### src/hdl/lzsd_pkg.sv
package lzsd_pkg;

	localparam int HISTORY_DEPTH = 65536;
	localparam int HIST_AW       = $clog2(HISTORY_DEPTH);
	localparam int FILL_W        = $clog2(HISTORY_DEPTH + 1);
	// widest fill count and copy offset, for compares
	localparam int CMP_W         = 17;
	localparam int SRC_W         = CMP_W + 1;
	localparam int OFF_W         = 16;
	localparam int LEN_W         = 7;
	localparam int REM_W         = 33;

	// element type in header bits 1..0
	localparam logic [1:0] ELEM_LIT   = 2'd0;
	localparam logic [1:0] ELEM_SHORT = 2'd1;
	localparam logic [1:0] ELEM_LONG  = 2'd2;
	localparam logic [1:0] ELEM_BAD   = 2'd3;

	// literal length codes from here on use extra length bytes
	localparam logic [5:0] LIT_EXT_MIN  = 6'd60;
	localparam logic [5:0] LIT_EXT_BIAS = 6'd59;

	typedef enum logic [1:0] {
		CMD_NONE = 2'd0,
		CMD_LIT  = 2'd1,
		CMD_ERR  = 2'd2,
		CMD_COPY = 2'd3
	} cmd_kind_t;

	typedef struct packed {
		logic             frame_clr;
		cmd_kind_t        kind;
		logic [7:0]       data;
		logic [OFF_W-1:0] offset;
		logic [LEN_W-1:0] len;
	} lzsd_cmd_t;

endpackage

### src/hdl/lzsd_parser.sv
module lzsd_parser (
	input  logic              clk,
	input  logic              arst_n,
	input  logic              accept,
	input  logic [7:0]        code_byte,
	input  logic              frame_start,
	output lzsd_pkg::lzsd_cmd_t cmd
);
	import lzsd_pkg::*;

	typedef enum logic [6:0] {
		PH_PREAMBLE = 7'b0000001,
		PH_HEADER   = 7'b0000010,
		PH_LITLEN   = 7'b0000100,
		PH_LITDATA  = 7'b0001000,
		PH_SHORTOFF = 7'b0010000,
		PH_LONGLO   = 7'b0100000,
		PH_LONGHI   = 7'b1000000
	} phase_t;

	phase_t           phase_q, phase_d, phase_cur;
	logic [7:0]       hdr_q, hdr_d;
	logic [REM_W-1:0] rem_q, rem_d, rem_or, rem_dec;
	logic [2:0]       left_q, left_d, total;
	logic [1:0]       idx;
	logic [7:0]       offlo_q, offlo_d;

	always_comb begin
		phase_cur = frame_start ? PH_PREAMBLE : phase_q;
		phase_d   = phase_cur;
		hdr_d     = hdr_q;
		rem_d     = rem_q;
		left_d    = left_q;
		offlo_d   = offlo_q;
		total     = 3'(hdr_q[7:2] - LIT_EXT_BIAS);
		idx       = 2'(total - left_q);
		rem_or    = rem_q | (REM_W'(code_byte) << {idx, 3'b000});
		rem_dec   = (rem_q != '0) ? rem_q - 1'b1 : rem_q;
		cmd.frame_clr = frame_start;
		cmd.kind      = CMD_NONE;
		cmd.data      = code_byte;
		cmd.offset    = '0;
		cmd.len       = '0;
		unique case (phase_cur)
			PH_PREAMBLE: begin
				if (!code_byte[7]) begin
					phase_d = PH_HEADER;
				end
			end
			PH_HEADER: begin
				hdr_d = code_byte;
				unique case (code_byte[1:0])
					ELEM_LIT: begin
						if (code_byte[7:2] < LIT_EXT_MIN) begin
							rem_d   = REM_W'(code_byte[7:2]) + 1'b1;
							phase_d = PH_LITDATA;
						end else begin
							rem_d   = '0;
							left_d  = 3'(code_byte[7:2] - LIT_EXT_BIAS);
							phase_d = PH_LITLEN;
						end
					end
					ELEM_SHORT: phase_d = PH_SHORTOFF;
					ELEM_LONG:  phase_d = PH_LONGLO;
					ELEM_BAD:   cmd.kind = CMD_ERR;
					default:    cmd.kind = CMD_ERR;
				endcase
			end
			PH_LITLEN: begin
				left_d = left_q - 1'b1;
				rem_d  = rem_or;
				if (left_d == '0) begin
					rem_d   = rem_or + 1'b1;
					phase_d = PH_LITDATA;
				end
			end
			PH_LITDATA: begin
				cmd.kind = CMD_LIT;
				rem_d    = rem_dec;
				if (rem_dec == '0) begin
					phase_d = PH_HEADER;
				end
			end
			PH_SHORTOFF: begin
				cmd.kind   = CMD_COPY;
				cmd.offset = OFF_W'({hdr_q[7:5], code_byte});
				cmd.len    = LEN_W'(hdr_q[4:2]) + LEN_W'(4);
				phase_d    = PH_HEADER;
			end
			PH_LONGLO: begin
				offlo_d = code_byte;
				phase_d = PH_LONGHI;
			end
			PH_LONGHI: begin
				cmd.kind   = CMD_COPY;
				cmd.offset = {code_byte, offlo_q};
				cmd.len    = LEN_W'(hdr_q[7:2]) + 1'b1;
				phase_d    = PH_HEADER;
			end
			default: phase_d = PH_HEADER;
		endcase
	end

	always_ff @(posedge clk or negedge arst_n) begin
		if (!arst_n) begin
			phase_q <= PH_PREAMBLE;
			hdr_q   <= '0;
			rem_q   <= '0;
			left_q  <= '0;
			offlo_q <= '0;
		end else if (accept) begin
			phase_q <= phase_d;
			hdr_q   <= hdr_d;
			rem_q   <= rem_d;
			left_q  <= left_d;
			offlo_q <= offlo_d;
		end
	end

endmodule

### config.mk
export PLATFORM = sky130hd
export DESIGN_NAME = lzsd_parser
export DESIGN_NICKNAME = d
export VERILOG_FILES = /design/src/hdl/lzsd_pkg.sv /design/src/hdl/lzsd_parser.sv
export SDC_FILE = /design/constraint.sdc
export NUM_CORES = 1
export LEC_CHECK = 0
export BUFFER_PORTS_ARGS = -buffer_cell sky130_fd_sc_hd__buf_2
export CAP_MARGIN = 10
export CORE_ASPECT_RATIO = 0.8
export CORE_MARGIN = 2
export CORE_UTILIZATION = 55
export CTS_CLUSTER_SIZE = 28
export DETAILED_ROUTE_END_ITERATION = 10
export HOLD_SLACK_MARGIN = 0.08
export PLACE_DENSITY_LB_ADDON = 0.08
export SETUP_SLACK_MARGIN = 0.02
export SLEW_MARGIN = 20
export SYNTH_ARGS = -nofsm -noshare
export SYNTH_HDL_FRONTEND = slang
export SYNTH_SLANG_ARGS = --single-unit
### constraint.sdc
create_clock -name clk -period 3.3 [get_ports clk]
set_clock_uncertainty 0.05 [all_clocks]
set_input_delay 0.165 -clock clk [delete_from_list [all_inputs] [get_ports clk]]
set_output_delay 0.165 -clock clk [all_outputs]
set_load 0.03 [all_outputs]
# --- Word-level counts from Yosys, hierarchy flattened ---
# Cells that the tools add are included.
# W data, S select, Z words.
op_classes:
  n_addsub: 9
  n_lt_le_gt_ge: 1
  eq_ne: 12
  shifts: 1
  mux: 18
  bitwise: 1
  reduce_logical: 11
op_table:
  columns: ["cell", "n"]
  rows:
  - ["$mux W33", 3]
  - ["$pmux W33 S3", 1]
  - ["$pmux W23 S2", 1]
  - ["$mux W7", 5]
  - ["$pmux W7 S5", 1]
  - ["$add A33 B1 Y33 const B", 1]
  - ["$logic_not A33 Y1", 1]
  - ["$or A33 B33 Y33", 1]
  - ["$reduce_bool A33 Y1", 1]
  - ["$shl A8 B5 Y33", 1]
  - ["$sub A33 B1 Y33 const B", 1]
  - ["$pmux W7 S3", 1]
  - ["$add A6 B1 Y7 const B", 2]
  - ["$eq A7 B1 Y1 const B", 1]
  - ["$eq A7 B2 Y1 const B", 1]
  - ["$eq A7 B3 Y1 const B", 1]
  - ["$eq A7 B4 Y1 const B", 1]
  - ["$eq A7 B5 Y1 const B", 1]
  - ["$eq A7 B6 Y1 const B", 1]
  - ["$eq A7 B7 Y1 const B", 1]
  - ["$lt A6 B6 Y1 const B", 1]
  - ["$mux W3", 2]
  - ["$pmux W2 S3", 1]
  - ["$pmux W3 S2", 1]
  - ["18 further kinds", 21]
word_totals:
  register_bits: 59
  inputBits: 12
  out_inout_bits: 34

# --- Depth between registers and ports, before layout ---
# Gate-level depths: netlist (run 1).
depth:
  ltp_word: 7
  ltp_mapped: 14

# --- Worst setup path after synthesis (run 1) ---
# Ideal clock, no wire load.
synth_path:
  kind: "reg-to-reg"
  from: "reg hdr_q[2]"
  to: "reg rem_q[28]"
  setup_ps: 124
  arrival_ps: 3430
  setup_slack_ps: -304
  stages_incl_launch_ff: 11
  synth_period_minus_slack_ps: 3604
  path_cell_list: "dfrtp_1 > ha_1 > inv_1 > clkbuf_1 > a31oi_1 > or4_4 > nor4_4 > nor3b_4 > or3b_1 > xor2_1 > a211o_1"
synth_between:
  elab_chain_len: 7
synth_rtl:
  columns: ["element", "line", "rtl"]
  rows:
  - ["start: declaration", "lzsd_parser.sv:22", "logic [7:0] hdr_q, hdr_d;"]
  - ["start signal: assignment", "lzsd_parser.sv:113", "hdr_q <= hdr_d;"]
  - ["$sub A2 B2 Y2 (*)", "lzsd_parser.sv:35", "total = 3'(hdr_q[7:2] - LIT_EXT_BIAS);"]
  - ["$sub A2 B2 Y2 (*)", "lzsd_parser.sv:36", "idx = 2'(total - left_q);"]
  - ["$shl A8 B5 Y33 (*)", "lzsd_parser.sv:37", "rem_or = rem_q | (REM_W'(code_byte) << {idx, 3'b000});"]
  - ["$or A33 B33 Y33 (*)", "lzsd_parser.sv:37", null]
  - ["$add A33 B1 Y33", "lzsd_parser.sv:73", "rem_d = rem_or + 1'b1;"]
  - ["$mux W33 (*)", "lzsd_parser.sv:72", "if (left_d == '0) begin"]
  - ["$pmux W33 S3 (*)", "lzsd_parser.sv:44", "unique case (phase_cur)"]
  - ["end signal: assignment", "lzsd_parser.sv:114", "rem_q <= rem_d;"]
  - ["end: declaration", "lzsd_parser.sv:23", "logic [REM_W-1:0] rem_q, rem_d, rem_or, rem_dec;"]
# Mark *: on every way between the ends. The rest lies on a longest branch, timed or not.
# A chain may end at the register's enable or synchronous reset.

# --- Final worst setup path (run 1) ---
layout_path:
  from: "reg left_q[1]"
  to: "reg rem_q[28]"
layout_between:
  elab_chain_len: 6
  word_cells_on_any_way: 8
  classes_between: "add/sub (3); shift (1); mux (2); bitwise (1); reduce/logical (1)"
layout_rtl:
  columns: ["element", "line", "rtl"]
  rows:
  - ["start: declaration", "lzsd_parser.sv:24", "logic [2:0] left_q, left_d, total;"]
  - ["start signal: assignment", "lzsd_parser.sv:115", "left_q <= left_d;"]
  - ["$sub A2 B2 Y2", "lzsd_parser.sv:36", null]
  - ["$shl A8 B5 Y33", "lzsd_parser.sv:37", null]
  - ["$or A33 B33 Y33", "lzsd_parser.sv:37", null]
  - ["$add A33 B1 Y33", "lzsd_parser.sv:73", null]
  - ["$mux W33 (*)", "lzsd_parser.sv:72", null]
  - ["$pmux W33 S3 (*)", "lzsd_parser.sv:44", null]
# Marks and branches as above.

==> out/summary.txt, run 1 <==
==========================================================================================
Clock share of power                                                                 19.8%
Die area                                                                      10,200 sq um
Estimated wirelength of the detail-placed design                                   14.4 mm
Leakage dissipation                                                                2.82 nW
Final worst hold slack                                                              111 ps
Global-route track usage on met1                                                     56.8%
Cell count after synthesis                                                             682
DIE WIDTH                                                                      112 microns
Reported max-cap violation count                                                         0
Total CTS buffers                                                                        9
Remaining DRCs                                                                           0
Average cell area after synthesis                                               7.57 sq um
Total vias in the final route                                                        6,137
Kind of launch point of the worst setup path                                     flip-flop
Crit Path Class                                                               flip-flop to flip-flop
Net count reported at finish                                                           799
Vias per std cell                                                                     6.83
First-pass GRT wire length                                                         30.7 mm
Met3 demand-to-capacity share in global routing                                      10.3%
Clock latency of the later-clocked register in the worst-skew pair                  340 ps
Proportion of power drawn by flip-flops and latches                                  20.3%
Endpoints failing hold                                                                   0
PwrDens                                                                        760 nW/um^2
Total congestion overflow                                                                0
Comb pwr share                                                                       60.0%
Filler instances                                                                       746
Effective utilization at floorplan                                                   56.9%
Switch Pwr                                                                       0.00219 W
Hold/Removal Path Class                                                       primary input to flip-flop
Deepest level of the CTS H-tree                                                          3
Met2 demand-to-capacity share in global routing                                      53.1%
R2R Setup Slk                                                                        50 ps
Most used routing layer                                                               met1
Minimum clock period after layout                                                  3250 ps
Via count of the first global-routing pass                                           5,597
Share of layout cells above drive strength 1                                         26.1%
Maximum fanout count along the critical path                                             7
Flop and latch count out of synthesis                                                   57
Area of the core                                                                9080 sq um
Antenna fix cells                                                                        0
Gpl congestion                                                                        1.02
Pre-CTS setup slack                                                                -176 ps
Clock root buffer                                                             sky130_fd_sc_hd__clkbuf_16
Cell internal pwr                                                                0.00269 W
Post-Synthesis Cell Area                                                        5160 sq um
CTS tree                                                                              done
Antenna violations before repair                                                         0
Dominant synthesized flop cell                                                sky130_fd_sc_hd__dfrtp_1
WP data required                                                                   3470 ps
Setup repair after global routing missed its margin                                   true
Synth top area share                                                                 27.2%
Detailed router's first-iteration violation count                                      755
Buffers on Ports                                                                        45
Synth top area cells                                                          sky130_fd_sc_hd__dfrtp_1 (27%), sky130_fd_sc_hd__o21ai_0 (6.1%), sky130_fd_sc_hd__nand2_1 (5.3%)
Maximum number of pins on one net before global-route repair                            40
Finish-stage setup viols                                                                 0
Post-DRT Antenna Nets                                                                    0
Clk sinks                                                                               57
Total iterations of the first detailed-routing run                                       5
Synth area leader                                                             sky130_fd_sc_hd__dfrtp_1
Total wirelength of the detailed-routed design                                     19.9 mm
Proportion of register bits with asynchronous set or reset after synthesis            100%
Number of enable flip-flop cells after synthesis                                         0
Clock Tree Buf Depth                                                                     2
Synth cell types                                                                        68
# IOs                                                                                   46
Worst voltage drop across the vdd grid                                              667 uV
All-Layer GR Usage                                                                   38.6%
Final period util                                                                    98.6%
Synthesized netlist net count                                                          702
Maximum operating frequency                                                        307 MHz
Row cnt                                                                                 31
Worst slew margin                                                                    37.7%
Switch share                                                                         44.9%
Outcome                                                                          completed
Sequential fraction of the synthesis area                                            27.7%
Count of yosys warnings during synthesis                                                 0
CP endpoint kind                                                                 flip-flop
Post-detailed-route wirelength per cell                                       22.1 microns
Worst-Margin Slew                                                                   935 ps
Area added between synthesis and finish                                              24.5%
Final worst-path setup slack                                                       45.0 ps
Chip Height                                                                   90.6 microns
Pins over their slew limit                                                               0
Clock edge transition at the registers on the reported setup and hold paths          60 ps
Data arrival time at the worst-slack endpoint                                      3420 ps
==========================================================================================
-- cells by family after synthesis --
kind of cell	share of synthesized area, %
DFF	27.7
muxes	3.44
and+or+nand+nor	27.8
AOI/OAI and AO/OA	25.8
adders and majority gates	1.94
xor gates and xnor gates	7.20
buffers and inverters	6.18
-- critical path: stages, from the launching register on --
cell,delay [ps]
sky130_fd_sc_hd__dfrtp_1,430
sky130_fd_sc_hd__xnor3_2,480
sky130_fd_sc_hd__buf_4,130
sky130_fd_sc_hd__buf_4,130
sky130_fd_sc_hd__a31oi_1,160
sky130_fd_sc_hd__nor4_2,470
sky130_fd_sc_hd__nand2_1,210
sky130_fd_sc_hd__nor3b_4,250
sky130_fd_sc_hd__or3b_1,380
sky130_fd_sc_hd__xor2_1,160
sky130_fd_sc_hd__a211o_1,300
-- layout make-up --
class / instances / area [sq um] / share of cell area (%)
clock buffer: 10 / 239 / 3.72
sequential: 57 / 1430 / 22.2
inverter: 21 / 81.3 / 1.27
multi-input combinational: 551 / 3530 / 55.0
clock inverter: 6 / 66.3 / 1.03
tap: 115 / 144 / 2.24
timing repair buffer: 139 / 933 / 14.5
-- layout by cell type (no fill, tap or decap), types with 24 or more instances in the layout --
cell and n:
sky130_fd_sc_hd__buf_2 45, sky130_fd_sc_hd__dfrtp_1 56, sky130_fd_sc_hd__buf_4 93, sky130_fd_sc_hd__nor2_1 57
sky130_fd_sc_hd__o21ai_0 63, sky130_fd_sc_hd__a21oi_1 43, sky130_fd_sc_hd__nand2_1 73, sky130_fd_sc_hd__nor3_1 33
sky130_fd_sc_hd__a31oi_1 24
-- synth_stat cells (7+ instances only) --
cell                       instances
sky130_fd_sc_hd__o22ai_1          10
sky130_fd_sc_hd__a22o_1           12
sky130_fd_sc_hd__o21ai_0          63
sky130_fd_sc_hd__clkbuf_1         40
sky130_fd_sc_hd__and2_1            8
sky130_fd_sc_hd__a31oi_1          25
sky130_fd_sc_hd__or4_1             9
sky130_fd_sc_hd__nand2_1          73
sky130_fd_sc_hd__nor4_1           17
sky130_fd_sc_hd__nand4_1          10
sky130_fd_sc_hd__nor3_1           35
sky130_fd_sc_hd__ha_1              8
sky130_fd_sc_hd__nor2_1           57
sky130_fd_sc_hd__xnor2_1          20
sky130_fd_sc_hd__o221ai_1          7
sky130_fd_sc_hd__or3_1            11
sky130_fd_sc_hd__nand3b_1          8
sky130_fd_sc_hd__inv_1            21
sky130_fd_sc_hd__buf_4             9
sky130_fd_sc_hd__nand3_1          16
sky130_fd_sc_hd__a21oi_1          43
sky130_fd_sc_hd__or2_2             8
sky130_fd_sc_hd__xor2_1           17
sky130_fd_sc_hd__mux2_2           14
sky130_fd_sc_hd__dfrtp_1          56
-- worst paths after layout --
| path | start | end | cells past startpoint |
|---|---|---|---|
| min in group asynchronous | arst_n | hdr_q[7]$_DFFE_PN0P_ | 2 |
| min | frame_start | phase_q[0]$_DFFE_PN1P_ | 2 |
| max in group asynchronous | arst_n | rem_q[12]$_DFFE_PN0P_ | 3 |
| min reg2reg | offlo_q[0]$_DFFE_PN0P_ | offlo_q[0]$_DFFE_PN0P_ | 2 |
| max reg2reg | left_q[1]$_DFFE_PN0P_ | rem_q[28]$_DFFE_PN0P_ | 10 |
| max | left_q[1]$_DFFE_PN0P_ | rem_q[28]$_DFFE_PN0P_ | 10 |
-- flip-flops by register name (all words and copies together) (netlist names) --
signal,cells
hdr_q,6
left_q,3
offlo_q,8
phase_q,7
rem_q,33
-- layer usage --
layer,vias to the layer above,share of wire (%)
met1,2834,41
met2,482,41
li1,2729,-
met5,-,0
met4,0,4.3
met3,92,14
-- stage by stage --
stage | instance area, sq um | utilization [%] | instances | total power [W] | TNS, ps
floorplan | 5170 | - | 682 | 0.00260 | -191
global placement | 5980 | 65.9 | 878 | 0.00360 | -117
detailed placement | 5980 | 65.9 | 878 | 0.00363 | -445
CTS | 6340 | 69.9 | 897 | 0.00468 | 0
global route | 6420 | 70.8 | 899 | 0.00510 | -34.7
finish | 6420 | 70.8 | 899 | 0.00488 | 0
-- power by group through the flow --
stage               clock network (W)  logic (W)  registers (W)
global route                 0.000994    0.00311        0.00101
floorplan                           0    0.00165       0.000946
finish                       0.000965    0.00293       0.000990
global placement                    0    0.00262       0.000976
CTS                          0.000976    0.00272       0.000982
detailed placement                  0    0.00265       0.000987
-- timing repair --
item                                   CTS  global route
endpoints found under the hold margin   37             0
hold buffers                             1             0
setup endpoints to repair                7            18
resized for setup                        3            16
setup buffers                            1             2
gates cloned                             1             0
pin swaps                                1             1
Note: power is estimated with default switching activity, not from simulation.
==> run 2, diff against run 1 <==
--- a/config.mk
+++ b/config.mk
@@ -5,11 +5,14 @@
 export SDC_FILE = /design/constraint.sdc
 export NUM_CORES = 1
 export LEC_CHECK = 0
+export ABC_AREA = 1
 export BUFFER_PORTS_ARGS = -buffer_cell sky130_fd_sc_hd__buf_2
 export CAP_MARGIN = 10
+export CELL_PAD_IN_SITES_DETAIL_PLACEMENT = 1
+export CELL_PAD_IN_SITES_GLOBAL_PLACEMENT = 1
 export CORE_ASPECT_RATIO = 0.8
 export CORE_MARGIN = 2
-export CORE_UTILIZATION = 55
+export CORE_UTILIZATION = 39
 export CTS_CLUSTER_SIZE = 28
 export DETAILED_ROUTE_END_ITERATION = 10
 export HOLD_SLACK_MARGIN = 0.08
==> run 2 against run 1 <==
Sequential share of layout area down 1.4 points. Clock-buffer cell count increased by 1. Fmax grew 9.0%. Global-route usage is 6.7 points lower. Critical path depth rose by 9. Utilization decreased by 26 points. Highest routed layer unchanged. Critical endpoint is now phase_q[3]$_DFFE_PN0P_. Critical path type unchanged. Synthesized cell count grew 52%.
==> out/summary.txt, run 2 <==
==========================================================================================
Outcome                                                                          completed   unchanged
Regs by FF count                                                              rem_q x33, offlo_q x8, phase_q x7   unchanged
Total negative slack for setup checks                                                 0 ps   unchanged
Delay of the slowest critical-path stage                                            410 ps   was 480 ps
PwrDens                                                                        760 nW/um^2   about the same
WP data required                                                                   3490 ps   was 3470 ps
Finish-stage setup viols                                                                 0   unchanged
Most repeated library cell on the critical path                               sky130_fd_sc_hd__nand2_1   was sky130_fd_sc_hd__buf_4
Estimated wirelength of the detail-placed design                                   20.6 mm   was 14.4 mm
# IOs                                                                                   46   unchanged
Gpl congestion                                                                       0.954   was 1.02
Reg-to-reg critical path startpoint                                           rem_q[0]$_DFFE_PN0P_   was left_q[1]$_DFFE_PN0P_
Post-Synthesis Cell Area                                                        6100 sq um   was 5160 sq um
Maximum number of pins on one net before global-route repair                            57   was 40
Final period util                                                                    90.5%   was 98.6%
Effective utilization at floorplan                                                   40.2%   was 56.9%
Family of cells with the greatest summed delay on the critical path           simple AND/OR/NAND/NOR gates   unchanged
Register bank with the most flops                                                    rem_q   unchanged
DIE WIDTH                                                                      144 microns   was 112 microns
Area added between synthesis and finish                                              12.6%   was 24.5%
Worst voltage drop across the vdd grid                                              288 uV   was 667 uV
Pre-CTS setup slack                                                                 367 ps   was -176 ps
Most common library cells after synthesis                                     sky130_fd_sc_hd__nand2_1 (284), sky130_fd_sc_hd__nor2_1 (157), sky130_fd_sc_hd__inv_1 (136)   was sky130_fd_sc_hd__nand2_1 (73), sky130_fd_sc_hd__o21ai_0 (63), sky130_fd_sc_hd__nor2_1 (57)
CP Buf/Inv Count                                                                         4   was 2
Via count of the first global-routing pass                                           6,800   was 5,597
Share of layout cells above drive strength 1                                         14.3%   was 26.1%
Die area                                                                      16,700 sq um   was 10,200 sq um
Worst-case hold path end point                                                offlo_q[6]$_DFFE_PN0P_   was phase_q[0]$_DFFE_PN1P_
Clock Tree Buf Depth                                                                     2   unchanged
Worst Min Path Start                                                          code_byte[6]   was frame_start
Terminus of the critical flop-to-flop path                                    phase_q[3]$_DFFE_PN0P_   was rem_q[28]$_DFFE_PN0P_
Maximum fanout count along the critical path                                             7   unchanged
Vias per std cell                                                                     5.52   was 6.83
Minimum clock period after layout                                                  2990 ps   was 3250 ps
Leakage dissipation                                                                3.37 nW   was 2.82 nW
Post-detailed-route wirelength per cell                                       19.7 microns   was 22.1 microns
Synth top area share                                                                 23.0%   was 27.2%
Antenna fix cells                                                                        0   unchanged
Filler instances                                                                     2,157   was 746
Remaining DRCs                                                                           0   unchanged
Flop and latch count out of synthesis                                                   57   unchanged
Sequential fraction of the synthesis area                                            23.4%   was 27.7%
Synth area leader                                                             sky130_fd_sc_hd__dfrtp_1   unchanged
Worst-Margin Slew                                                                  1010 ps   was 935 ps
Post-CTS setup buffer count                                                              0   was 1
Cells along the critical path                                                 inv_1, buf_4, ha_1, inv_1, nor2_1, buf_4, nand2_1, o21ai_0, nand2_1, nand2_1, nand2_1, nor2_1, nand2_1, nor2_1, nand2_1, nand2_1, nand2_1, nand2_1, nand2_1   was xnor3_2, buf_4, buf_4, a31oi_1, nor4_2, nand2_1, nor3b_4, or3b_1, xor2_1, a211o_1
Post-DRT Antenna Nets                                                                    0   unchanged
Synth top area cells                                                          sky130_fd_sc_hd__dfrtp_1 (23%), sky130_fd_sc_hd__nand2_1 (17%), sky130_fd_sc_hd__nor2_1 (9.7%)   was sky130_fd_sc_hd__dfrtp_1 (27%), sky130_fd_sc_hd__o21ai_0 (6.1%), sky130_fd_sc_hd__nand2_1 (5.3%)
CTS tree                                                                              done   unchanged
Synthesized netlist net count                                                        1,055   was 702
Cell count after synthesis                                                           1,035   was 682
Endpoints failing hold                                                                   0   unchanged
Dominant cell by count in the synthesized netlist                             sky130_fd_sc_hd__nand2_1   unchanged
Buffers on Ports                                                                        45   unchanged
Flip-flop count of the largest register after layout                                    33   unchanged
Worst Hold Path Cells                                                                    3   was 2
Overall power after layout                                                       0.00522 W   was 0.00488 W
Master of the slowest instance on the critical path                           sky130_fd_sc_hd__dfrtp_1   was sky130_fd_sc_hd__xnor3_2
Final worst hold slack                                                              102 ps   was 111 ps
Most used cells in the layout excluding fill and tap cells                    sky130_fd_sc_hd__nand2_1 (284), sky130_fd_sc_hd__nor2_1 (157), sky130_fd_sc_hd__inv_1 (136), sky130_fd_sc_hd__nand3_1 (98), sky130_fd_sc_hd__o21ai_0 (67)   was sky130_fd_sc_hd__buf_4 (93), sky130_fd_sc_hd__nand2_1 (73), sky130_fd_sc_hd__o21ai_0 (63), sky130_fd_sc_hd__nor2_1 (57), sky130_fd_sc_hd__dfrtp_1 (56)
Chip Height                                                                    116 microns   was 90.6 microns
First-pass GRT wire length                                                         39.4 mm   was 30.7 mm
Row cnt                                                                                 40   was 31
Final worst-path setup slack                                                        315 ps   was 45.0 ps
Pins over their slew limit                                                               0   unchanged
All-Layer GR Usage                                                                   31.9%   was 38.6%
Total congestion overflow                                                                0   unchanged
Dominant synthesized flop cell                                                sky130_fd_sc_hd__dfrtp_1   unchanged
Total CTS buffers                                                                        9   unchanged
Maximum operating frequency                                                        335 MHz   was 307 MHz
Hold/Removal Path Class                                                       primary input to flip-flop   unchanged
Clock latency of the later-clocked register in the worst-skew pair                  350 ps   was 340 ps
R2R Setup Slk                                                                       310 ps   was 50 ps
Data arrival time at the worst-slack endpoint                                      3170 ps   was 3420 ps
Detailed router's first-iteration violation count                                      620   was 755
Average cell area after synthesis                                               5.89 sq um   was 7.57 sq um
Reported max-cap violation count                                                         0   unchanged
Total vias in the final route                                                        7,159   was 6,137
Antenna violations before repair                                                         0   unchanged
Kind of launch point of the worst setup path                                     flip-flop   unchanged
CP endpoint kind                                                                 flip-flop   unchanged
Total wirelength of the detailed-routed design                                     25.6 mm   was 19.9 mm
Worst slew margin                                                                    32.8%   was 37.7%
Area of the core                                                              15,200 sq um   was 9080 sq um
Clock root buffer                                                             sky130_fd_sc_hd__clkbuf_16   unchanged
Crit Path Class                                                               flip-flop to flip-flop   unchanged
Total iterations of the first detailed-routing run                                       5   unchanged
Count of yosys warnings during synthesis                                                 0   unchanged
Worst reg-to-reg path cell count                                                        19   was 10
Commonest non-fill, non-tap cell in the layout                                sky130_fd_sc_hd__nand2_1   was sky130_fd_sc_hd__buf_4
Clk sinks                                                                               57   unchanged
Proportion of register bits with asynchronous set or reset after synthesis            100%   unchanged
Post-route core utilization                                                          45.3%   was 70.8%
Setup repair after global routing missed its margin                                  false   was true
Deepest level of the CTS H-tree                                                          3   unchanged
Synth cell types                                                                        50   was 68
Number of enable flip-flop cells after synthesis                                         0   unchanged
Net count reported at finish                                                         1,102   was 799
Clock edge transition at the registers on the reported setup and hold paths          60 ps   about the same
==========================================================================================
[run 2: cell types whose count changed in the layout (fill, tap and decap cells not counted), sizes merged, moves of 11 or more]
cell   before  now
buf       138   74
nand2      73  314
or3        11    0
a31oi      26   13
a22o       12    1
inv        22  139
xnor2      20    2
nor3       35   11
nand3      16  103
mux2       14    0
a21oi      43   27
nor4       20    4
nor2       57  174
[run 2: cell type report]
type                       count  area [sq um]  area share (%)
multi-input combinational    796          3890            56.6
sequential                    57          1430            20.8
inverter                     141           529            7.71
timing repair buffer          77           485            7.07
tap                          210           263            3.83
clock buffer                  11           243            3.53
clock inverter                 5          32.5           0.474
[run 2: logic make-up after synthesis]
logic type	synth area share [%]
and+or+nand+nor	45.8
buffers and inverters	13.0
AOI/OAI and AO/OA	14.1
DFF	23.4
xor gates and xnor gates	2.16
adders and majority gates	1.64
[run 2: per-stage QoR]
| step | instance area, sq um | std cells |
|---|---|---|
| 6_report | 6870 | 1297 |
| 3_5_place_dp | 6550 | 1278 |
| 5_1_grt | 6870 | 1297 |
| 2_1_floorplan | 6100 | 1035 |
| 4_1_cts | 6860 | 1297 |
| 3_3_place_gp | 6550 | 1278 |
[run 2: worst max-delay path by stage]
stage                           startpoint                      to  slack [ps]  depth (start not counted)
global route          rem_q[0]$_DFFE_PN0P_  phase_q[3]$_DFFE_PN0P_          70                         19
CTS                  left_q[0]$_DFFE_PN0P_   rem_q[14]$_DFFE_PN0P_         340                         16
finish                rem_q[0]$_DFFE_PN0P_  phase_q[3]$_DFFE_PN0P_         310                         19
floorplan           phase_q[2]$_DFFE_PN0P_                  cmd[6]         690                          8
global placement     left_q[0]$_DFFE_PN0P_   rem_q[14]$_DFFE_PN0P_         460                         16
detailed placement   left_q[0]$_DFFE_PN0P_   rem_q[14]$_DFFE_PN0P_         370                         16
[run 2: timing repair]
action                                  in CTS  in global routing
hold endpoints to repair                    40                  0
endpoints found under the setup margin       0                  1
hold buffers                                 3                  0
gates resized for setup                      0                  1
[run 2: routing by layer]
| layer | track usage, % | routed length (microns) | up-vias |
|---|---|---|---|
| met3 | 8.72 | 2020 | 31 |
| li1 | - | - | 3414 |
| met1 | 49.4 | 13100 | 3495 |
| met2 | 43.0 | 9960 | 219 |
| met4 | 8.10 | 514 | 0 |
| met5 | 0 | 0 | - |
[run 2: worst reg2reg max path, stage by stage, from the launching register on]
cell                      delay [ps]
sky130_fd_sc_hd__dfrtp_1         410
sky130_fd_sc_hd__inv_1           150
sky130_fd_sc_hd__buf_4           170
sky130_fd_sc_hd__ha_1            330
sky130_fd_sc_hd__inv_1            70
sky130_fd_sc_hd__nor2_1          140
sky130_fd_sc_hd__buf_4           160
sky130_fd_sc_hd__nand2_1          70
sky130_fd_sc_hd__o21ai_0         290
sky130_fd_sc_hd__nand2_1         100
sky130_fd_sc_hd__nand2_1         110
sky130_fd_sc_hd__nand2_1         120
sky130_fd_sc_hd__nor2_1          100
sky130_fd_sc_hd__nand2_1         100
sky130_fd_sc_hd__nor2_1          160
sky130_fd_sc_hd__nand2_1         110
sky130_fd_sc_hd__nand2_1          70
sky130_fd_sc_hd__nand2_1          50
sky130_fd_sc_hd__nand2_1          60
sky130_fd_sc_hd__nand2_1          50
[run 2: where the power goes]
group          switching [W]  internal (W)  leakage (nW)  total (W)
Sequential          0.000334      0.000955         0.665    0.00129
Clock               0.000362      0.000525         0.128   0.000887
Combinational        0.00218      0.000860          2.58    0.00304
Total                0.00287       0.00234          3.37    0.00522
